**src/rtl/ovfsv_pkg.sv**
```systemverilog
`timescale 1ns / 1ps
// ---------------------------------------------------------------------------
// ovfsv_pkg: shared constants, types and sine table function for the V/f SVPWM drive
// Holds parameter defaults, register indexes and the Q15 quarter-wave sine function.
// ---------------------------------------------------------------------------
package ovfsv_pkg;
   localparam int NUM_MOTORS_DEF      = 2;
   localparam int SINE_TABLE_BITS_DEF = 10;
   localparam int PHASE_BITS_DEF      = 16;

   localparam logic [2:0] REG_RAMP_STEP = 3'd0;
   localparam logic [2:0] REG_PHASE_GAIN = 3'd1;
   localparam logic [2:0] REG_STOP_SPEED = 3'd2;
   localparam logic [2:0] REG_START_MV = 3'd3;
   localparam logic [2:0] REG_SLOPE_MV = 3'd4;
   localparam logic [2:0] REG_LIMIT_MV = 3'd5;
   localparam logic [2:0] REG_BUS_MV = 3'd6;
   localparam logic [2:0] REG_TIMER_TOP = 3'd7;

   localparam logic [15:0] SQRT3_HALF_Q15 = 16'd28378;
   localparam logic [15:0] BUS_MIN_MV = 16'd1000;

   typedef struct packed {
      logic [14:0] ramp_step;
      logic [15:0] phase_gain;
      logic [14:0] stop_speed;
      logic [15:0] start_mv;
      logic [15:0] slope_mv;
      logic [15:0] limit_mv;
      logic [15:0] bus_mv;
      logic [15:0] timer_top;
   } cfg_type;

   // long division, shift and subtract
   function automatic logic [63:0] udiv64(input logic [63:0] num, input logic [63:0] den);
      logic [63:0] quo, rem;
      quo = '0;
      rem = '0;
      for (int b = 63; b >= 0; b--) begin
         rem = {rem[62:0], num[b]};
         if (rem >= den) begin
            rem = rem - den;
            quo[b] = 1'b1;
         end
      end
      return quo;
   endfunction

   // Q15 sine of (pi/2)*i/2^tbits, Taylor evaluation in Q30.
   function automatic logic [15:0] sine_entry(input int i, input int tbits);
      logic [63:0] x, u, t, s, e;
      logic [63:0] divs [6];
      divs[0] = 64'd156; divs[1] = 64'd110; divs[2] = 64'd72;
      divs[3] = 64'd42; divs[4] = 64'd20; divs[5] = 64'd6;
      x = (64'(i) * 64'd1686629713) >> tbits;
      u = (x * x) >> 30;
      t = 64'd1 << 30;
      for (int k = 0; k < 6; k++) begin
         t = (64'd1 << 30) - udiv64((u * t) >> 30, divs[k]);
      end
      s = (x * t) >> 30;
      e = (s + 64'd16384) >> 15;
      if (e > 64'd32767) begin
         e = 64'd32767;
      end
      return e[15:0];
   endfunction
endpackage

```
**src/rtl/ovfsv_state_mem.sv**
```systemverilog
`timescale 1ns / 1ps
// ---------------------------------------------------------------------------
// ovfsv_state_mem: per-motor speed and phase memory
// Synchronous memory with a registered read, with valid bits cleared at reset.
// ---------------------------------------------------------------------------
module ovfsv_state_mem #(
   parameter int NUM_MOTORS = ovfsv_pkg::NUM_MOTORS_DEF,
   parameter int PHASE_BITS = ovfsv_pkg::PHASE_BITS_DEF,
   localparam int AW = (NUM_MOTORS > 1) ? $clog2(NUM_MOTORS) : 1
) (
   input  logic                  clock,
   input  logic                  reset,
   input  logic [AW-1:0]         rd_addr,
   output logic [15:0]           rd_speed,
   output logic [PHASE_BITS-1:0] rd_phase,
   input  logic                  wr_en,
   input  logic [AW-1:0]         wr_addr,
   input  logic [15:0]           wr_speed,
   input  logic [PHASE_BITS-1:0] wr_phase
);
   import ovfsv_pkg::*;

   logic [15+PHASE_BITS:0] mem [NUM_MOTORS];
   logic [NUM_MOTORS-1:0]  valid_ff;
   logic [15+PHASE_BITS:0] rd_data_ff;
   logic                   rd_valid_ff;

   always_ff @(posedge clock) begin
      if (wr_en) begin
         mem[wr_addr] <= {wr_speed, wr_phase};
      end
      rd_data_ff <= mem[rd_addr];
   end

   always_ff @(posedge clock) begin
      if (reset) begin
         valid_ff <= '0;
         rd_valid_ff <= 1'b0;
      end else begin
         if (wr_en) begin
            valid_ff[wr_addr] <= 1'b1;
         end
         rd_valid_ff <= valid_ff[rd_addr];
      end
   end

   assign rd_speed = rd_valid_ff ? rd_data_ff[15+PHASE_BITS:PHASE_BITS] : '0;
   assign rd_phase = rd_valid_ff ? rd_data_ff[PHASE_BITS-1:0] : '0;
endmodule

```
**config.mk**
```make
export PLATFORM = sky130hd
export DESIGN_NAME = ovfsv_state_mem
export DESIGN_NICKNAME = d
export VERILOG_FILES = /design/src/rtl/ovfsv_pkg.sv /design/src/rtl/ovfsv_state_mem.sv
export SDC_FILE = /design/constraint.sdc
export NUM_CORES = 1
export LEC_CHECK = 0
export BUFFER_PORTS_ARGS = -buffer_cell sky130_fd_sc_hd__buf_2
export CAP_MARGIN = 15
export CORE_ASPECT_RATIO = 2
export CORE_MARGIN = 3
export CORE_UTILIZATION = 45
export DETAILED_ROUTE_END_ITERATION = 7
export PLACE_DENSITY = 0.7
export SLEW_MARGIN = 20
export SYNTH_ARGS = -nofsm -noshare
export SYNTH_HDL_FRONTEND = slang
export SYNTH_SLANG_ARGS = --single-unit
```
**constraint.sdc**
```tcl
create_clock -name clock -period 3.8 [get_ports clock]
set_clock_uncertainty 0.05 [all_clocks]
set_input_delay 1.14 -clock clock [delete_from_list [all_inputs] [get_ports clock]]
set_output_delay 1.14 -clock clock [all_outputs]
set_load 0.02 [all_outputs]
```
Word level (Yosys, flattened, before mapping)
Memory sizes are Yosys's and may differ from the RTL's. A register that Yosys moved wholly into a read port is not among the register bits.
Index checks and enable logic that the tools add are counted.
{"block": "classes", "add_sub_neg": 0, "multipliers": 0, "div_mod_pow": 0, "order_cmp": 3, "n_eq_ne": 0, "shift": 0, "mux": 8, "bitwise_logic": 1, "n_reduce_logical": 1}
{"op": "$mux 16", "n": 2}
{"op": "$mux 1", "n": 5}
{"op": "$lt 1x2->1 const B", "n": 2}
{"op": "$or 2x2->2", "n": 1}
{"op": "$demux 1 s1", "n": 1}
{"op": "$ge 1x1->1 const B", "n": 1}
{"op": "$logic_and 1x1->1", "n": 1}
{"block": "totals", "register_bits": 3, "latch_bits": 0, "ramBits": 64, "rom_bits": 0, "output_inout_bits": 32, "memories": 1}
{"memory": "mem", "words": 2, "width": 32, "rd": 1, "rd_clocked_by_memory_dff": 1, "wr": 1, "line_no": "ovfsv_state_mem.sv:23", "source": "logic [15+PHASE_BITS:0] mem [NUM_MOTORS];"}

Longest topological paths before layout
Gate-level depths: netlist of run 1.
{"block": "logic_depth", "ltp_word": 5, "ltp_mapped": 4, "depth_no_buf": 2}

Least setup slack after synthesis of run 1
No wires, ideal clock.
{"block": "synth_timing", "path_type": "input to register", "start": "input wr_addr", "end": "memory mem[0][0] (netlist name) (enable)", "setup_time_ns": 0.427, "t_arrival_ns": 2.625, "t_required_ns": 3.323, "path_slack_ns": 0.698, "stages": 1, "path_cell_list": "nor2b_1"}
{"element": "start, declared", "line_no": "ovfsv_state_mem.sv:17", "source": "input logic [AW-1:0] wr_addr,"}
{"element": "end, declared", "line_no": "ovfsv_state_mem.sv:23"}
No word-level cell before the write port.

Worst setup path in the final report of run 1
{"block": "layout_timing", "start": "register rd_valid_ff", "end": "output rd_phase[0]"}
{"block": "layout_via", "elab_chain_len": 1}
{"element": "start, declared", "line_no": "ovfsv_state_mem.sv:26", "source": "logic rd_valid_ff;"}
{"element": "start signal, assigned", "line_no": "ovfsv_state_mem.sv:43", "source": "rd_valid_ff <= valid_ff[rd_addr];"}
{"element": "$mux 16", "line_no": "ovfsv_state_mem.sv:48", "source": "assign rd_phase = rd_valid_ff ? rd_data_ff[PHASE_BITS-1:0] : '0;"}
{"element": "end, declared", "line_no": "ovfsv_state_mem.sv:15", "source": "output logic [PHASE_BITS-1:0] rd_phase,"}
No other way between the ends.

==> impl_metrics.json, run 1 <==
{
  "outcome": "finished clean",
  "cp_top_family": "flip-flops",
  "r2r_start": "mem[0][3]$_DFFE_PP_",
  "cp_cell_sequence": "and2_1 -> buf_2",
  "r2r_cells": 1,
  "critPathKind": "reg2out",
  "syn_nets": 214,
  "r2r-end": "rd_data_ff[3]$_DFF_P_",
  "antenna_cells": 0,
  "drt-vias-per-instance": 4.57,
  "worstPathArrival_ns": 1.58,
  "postCtsHoldBufs": 0,
  "firstDrtPassIters": 4,
  "first_global_vias": 1490,
  "area_growth_pct": 19.0,
  "ctsResizeCount": 0,
  "drive_gt1_frac": 0.471,
  "die_x_microns": 67.6,
  "yosysWarnings": 0,
  "synthCells": 177,
  "cpMaxStageDelayCell": "dfxtp_1",
  "crit_path_max_incr_delay_ns": 0.81,
  "hp-class": "reg2reg",
  "slew_violations": 0,
  "cts_setup_buffers": 0,
  "grt_max_degree": 34,
  "die-area_sq_um": 8740,
  "power.density_nw_per_um2": 533,
  "reg2reg_slack_ns": 3.00,
  "hp-start": "mem[0][22]$_DFFE_PP_",
  "final_nets": 287,
  "clock_path_buffers": 2,
  "cts.htree.levels": 3,
  "wirelength_microns": 4670,
  "ys_seq_area_frac": 0.767,
  "start_kind": "flip-flop",
  "cellLeakagePower_nw": 1.72,
  "clock_latency_ns": 0.33,
  "worstPathRequired_ns": 2.61,
  "netlist_area_sq_um": 3420,
  "post-route-util": 0.556,
  "synth-seq-cells": 99,
  "max_freq_ghz": 0.361,
  "tightest_slew_ns": 0.949,
  "antenna_found_initial": 0,
  "final_cell_mix": "68 x buf_2, 64 x edfxtp_1, 35 x dfxtp_1",
  "synth.distinct_cells": 13,
  "numCtsBuffers": 9,
  "fin_tns_setup_ns": 0,
  "grt_pass1_wl_microns": 7260,
  "drc": 0,
  "root_buffer": "clkbuf_16",
  "drtAntennaViolNets": 0,
  "cap_violations": 0,
  "holdPathStages": 1,
  "core_area_sq_um": 7320,
  "cp_num_buf_inv": 1,
  "post_drt_wl_per_cell_microns": 13.5,
  "clock_sinks": 99,
  "cts_tree": "done",
  "synth_area_per_cell_sq_um": 19.3,
  "rows": 44,
  "final.min_clock_period_ns": 2.77,
  "gr-total-overflow": 0,
  "setup_viol": 0,
  "gp_congestion": 0.626,
  "post-route-period-util": 0.728,
  "max_slew_margin": 0.366,
  "hold_viol_final": 0,
  "num_vias": 1585,
  "final_common_cell": "buf_2",
  "vdd_drop_max_mv": 0.417,
  "port_buffers": 68,
  "hold_end": "rd_data_ff[22]$_DFF_P_",
  "start_util": 0.467,
  "clk_pin_slew_ns": 0.06,
  "crit_path_end_kind": "output pin",
  "hpwl_microns": 3110,
  "rsz0062_at_grt": "false",
  "first_iter_violations": 59,
  "io_pins": 69,
  "die_y_microns": 129,
  "path_max_fanout": 32,
  "groute.usage.overall": 0.121
}
[registers in the layout, summed over array words and instances, names as in the netlist]
signal       cells
mem             64
rd_valid_ff      1
rd_data_ff      32
valid_ff         2
[Yosys cell counts (all sizes together)]
library cell / n / area, sq um
buf: 4 / 71.3
dfxtp: 35 / 701
o21ba: 1 / 10.0
nor2: 2 / 7.51
mux2: 32 / 469
mux2i: 1 / 10.0
a21oi: 1 / 5.00
and2: 33 / 206
edfxtp: 64 / 1920
clkbuf: 3 / 11.3
nor2b: 1 / 6.26
[cell type report]
class | instances | area [sq um]
Fill cell | 602 | 3250
Multi-Input combinational cell | 71 | 723
Clock buffer | 9 | 225
Clock inverter | 7 | 35.0
Timing Repair Buffer | 69 | 348
Sequential cell | 99 | 2620
Tap cell | 92 | 115
[worst max-delay path by stage]
stage                            from                     end  slack, ns  depth (start not counted)
6_report       rd_valid_ff$_SDFF_PP0_             rd_phase[0]       1.03                          2
5_1_grt        rd_valid_ff$_SDFF_PP0_            rd_speed[12]       0.80                          2
4_1_cts        rd_valid_ff$_SDFF_PP0_            rd_speed[13]       0.90                          2
3_5_place_dp                  rd_addr  rd_data_ff[21]$_DFF_P_       1.20                          3
3_3_place_gp                  rd_addr  rd_data_ff[21]$_DFF_P_       1.21                          3
2_1_floorplan                 wr_addr     mem[0][0]$_DFFE_PP_       0.70                          1
[power by group]
group,internal (W),switching [W]
Combinational,0.0000738,0.0000614
Clock,0.000434,0.000348
Sequential,0.00123,0.0000212
[stage by stage]
stage	cells	area, sq um	setup slack [ns]	total power (W)	hold slack, ns
4_1_cts	347	4070	0.903	0.00221	0.423
3_5_place_dp	331	3810	1.20	0.00141	0.409
3_3_place_gp	331	3810	1.21	0.00141	0.403
6_report	347	4070	1.03	0.00217	0.421
5_1_grt	347	4070	0.795	0.00227	0.429
2_1_floorplan	177	3420	0.698	0.00137	0.387
[kinds of logic (layout without fill, tap and decap cells)]
family / count (synthesis) / in the layout / share of synthesized area
compound gates: 2 / 2 / 0.00439
buf+inv: 7 / 85 / 0.0241
flops: 99 / 99 / 0.767
mux: 33 / 33 / 0.140
simple gates: 36 / 36 / 0.0644
[per-layer routing]
layer | wire (microns) | part of all wire | GRT usage | vias to the layer above
met3 | 286 | 0.061 | 0.0546 | 12
met1 | 1600 | 0.34 | 0.113 | 748
met5 | 0 | 0 | 0 | -
met4 | 172 | 0.037 | 0.0861 | 0
met2 | 2610 | 0.56 | 0.202 | 48
li1 | - | - | - | 777
(Power assumes the default switching activity.)
==> run 2, diff against run 1 <==
PLACE_DENSITY = 0.73   (was 0.7)
clock period = 2.45 ns   (was 3.8 ns; I/O delays follow)
==> run 2 against run 1 <==
  * Power grew 55%
  * Largest power group unchanged
  * Flip-flop and latch count is the same
  * Highest routed layer unchanged
  * Largest cell class unchanged
  * Register-to-register slack worse by 1.4 ns
  * First-iteration DRC count rose by 22%
  * Clock power grew 53%
  * Design area increased by 0.95%
  * Utilization increased by 0.53 points
  * Critical path type unchanged
  * Critical endpoint is now rd_speed[9]
==> impl_metrics.json, run 2 (same netlist as run 1, synthesis figures left out) <==
{
  "crit_path_end_kind": "output pin",
  "final_cell_mix": "68 x buf_2, 64 x edfxtp_1, 35 x dfxtp_1",
  "gp_congestion": 0.673,
  "r2r_cells": 1,
  "post_drt_wl_per_cell_microns": 14.2,
  "groute.usage.overall": 0.128,
  "fillers": 594,
  "postCtsHoldBufs": 0,
  "vdd_drop_max_mv": 0.530,
  "reg_top3": "mem x64, rd_data_ff x32, valid_ff x2",
  "rows": 44,
  "numCtsBuffers": 9,
  "worstPathArrival_ns": 1.39,
  "root_buffer": "clkbuf_16",
  "die_x_microns": 67.6,
  "max_slew_margin": 0.705,
  "wl_met3_microns": 269,
  "top_layer": "met4",
  "setup_viol": 0,
  "crit_path_max_incr_delay_ns": 0.45,
  "cts_tree": "done",
  "first_global_vias": 1663,
  "largest_register_ffs": 64,
  "drc": 0,
  "cp_cell_sequence": "buf_4 -> and2_1 -> buf_2",
  "critPathKind": "reg2out",
  "clock_path_buffers": 2,
  "io_pins": 69,
  "hp-class": "reg2reg",
  "core_area_sq_um": 7320,
  "start_kind": "flip-flop",
  "grt_max_degree": 34,
  "cts_setup_buffers": 0,
  "clk_pin_slew_ns": 0.06,
  "post-route-period-util": 0.889,
  "power.density_nw_per_um2": 818,
  "first_iter_violations": 72,
  "start_util": 0.467,
  "worstPathRequired_ns": 1.66,
  "max_freq_ghz": 0.459,
  "cap_violations": 0,
  "final_area_sq_um": 4110,
  "grt_pass1_wl_microns": 7730,
  "r2r-end": "rd_data_ff[7]$_DFF_P_",
  "area_growth_pct": 20.1,
  "hp-start": "mem[0][23]$_DFFE_PP_",
  "rsz0062_at_grt": "false",
  "clock_sinks": 99,
  "hold_end": "rd_data_ff[23]$_DFF_P_",
  "wl_met1_microns": 1640,
  "pre_cts_ws_ns": 0.584,
  "ctsResizeCount": 0,
  "r2r_start": "mem[0][7]$_DFFE_PP_",
  "route.met2.wl_microns": 2850,
  "wirelength_microns": 4950,
  "cpMaxStageDelayCell": "dfxtp_1",
  "final_common_cell": "buf_2",
  "port_buffers": 68,
  "hold_viol_final": 0,
  "top_register": "mem",
  "place_area_sq_um": 3860,
  "fin_tns_setup_ns": 0,
  "clock_latency_ns": 0.33,
  "die-area_sq_um": 8740,
  "multi_input_area_sq_um": 723,
  "drive_gt1_frac": 0.450,
  "cts.htree.levels": 3,
  "final.min_clock_period_ns": 2.18,
  "worst_slack_ns": 0.271,
  "slew_violations": 0,
  "drt-vias-per-instance": 4.60,
  "holdPathStages": 1,
  "antenna_found_initial": 0,
  "path_max_fanout": 23,
  "die_y_microns": 129,
  "tightest_slew_ns": 0.442,
  "final_nets": 290,
  "antenna_cells": 0,
  "drtAntennaViolNets": 0,
  "outcome": "finished clean",
  "gr-total-overflow": 0,
  "reg2reg_slack_ns": 1.62,
  "num_vias": 1609,
  "cellLeakagePower_nw": 1.73,
  "firstDrtPassIters": 2,
  "register_area_sq_um": 2620
}
==> run 2: cell type report <==
cell class	instances	area share
clock buffer	16	0.0612
multi-input combinational	71	0.176
tap	92	0.0280
sequential	99	0.638
timing repair buffer	72	0.0963
==> run 2: how the worst max path moves through the flow <==
stage                            from                  end  slack [ns]
4_1_cts        rd_valid_ff$_SDFF_PP0_          rd_speed[9]        0.22
2_1_floorplan                   wr_en  mem[0][0]$_DFFE_PP_        0.37
3_5_place_dp   rd_valid_ff$_SDFF_PP0_          rd_speed[9]        0.58
5_1_grt        rd_valid_ff$_SDFF_PP0_          rd_speed[9]        0.15
6_report       rd_valid_ff$_SDFF_PP0_          rd_speed[9]        0.27
3_3_place_gp   rd_valid_ff$_SDFF_PP0_          rd_speed[9]        0.62
==> run 2: per-stage QoR <==
stage	total power [W]	cells	util	hold WS (ns)
final	0.00336	350	0.561	0.419
after global routing	0.00350	350	0.561	0.426
after CTS	0.00341	350	0.561	0.420
after detailed placement	0.00220	334	0.527	0.407
after global placement	0.00219	334	0.527	0.402
after floorplan	0.00212	177	-	0.387
==> run 2: critical path: cells and delay by family (launching register included) <==
kind | cells | cell delay [ns]
and+or+nand+nor | 1 | 0.16
buffers and inverters | 2 | 0.45
DFF | 1 | 0.45
==> run 2: metal layers <==
layer | up-vias | track usage
met3 | 14 | 0.0338
met5 | - | 0
met4 | 0 | 0.0969
met2 | 45 | 0.218
li1 | 784 | -
met1 | 766 | 0.127
==> run 2: power by group <==
group / switching [W] / internal [W]
Clock: 0.000508 / 0.000690
Combinational: 0.000102 / 0.000121
Sequential: 0.0000302 / 0.00191
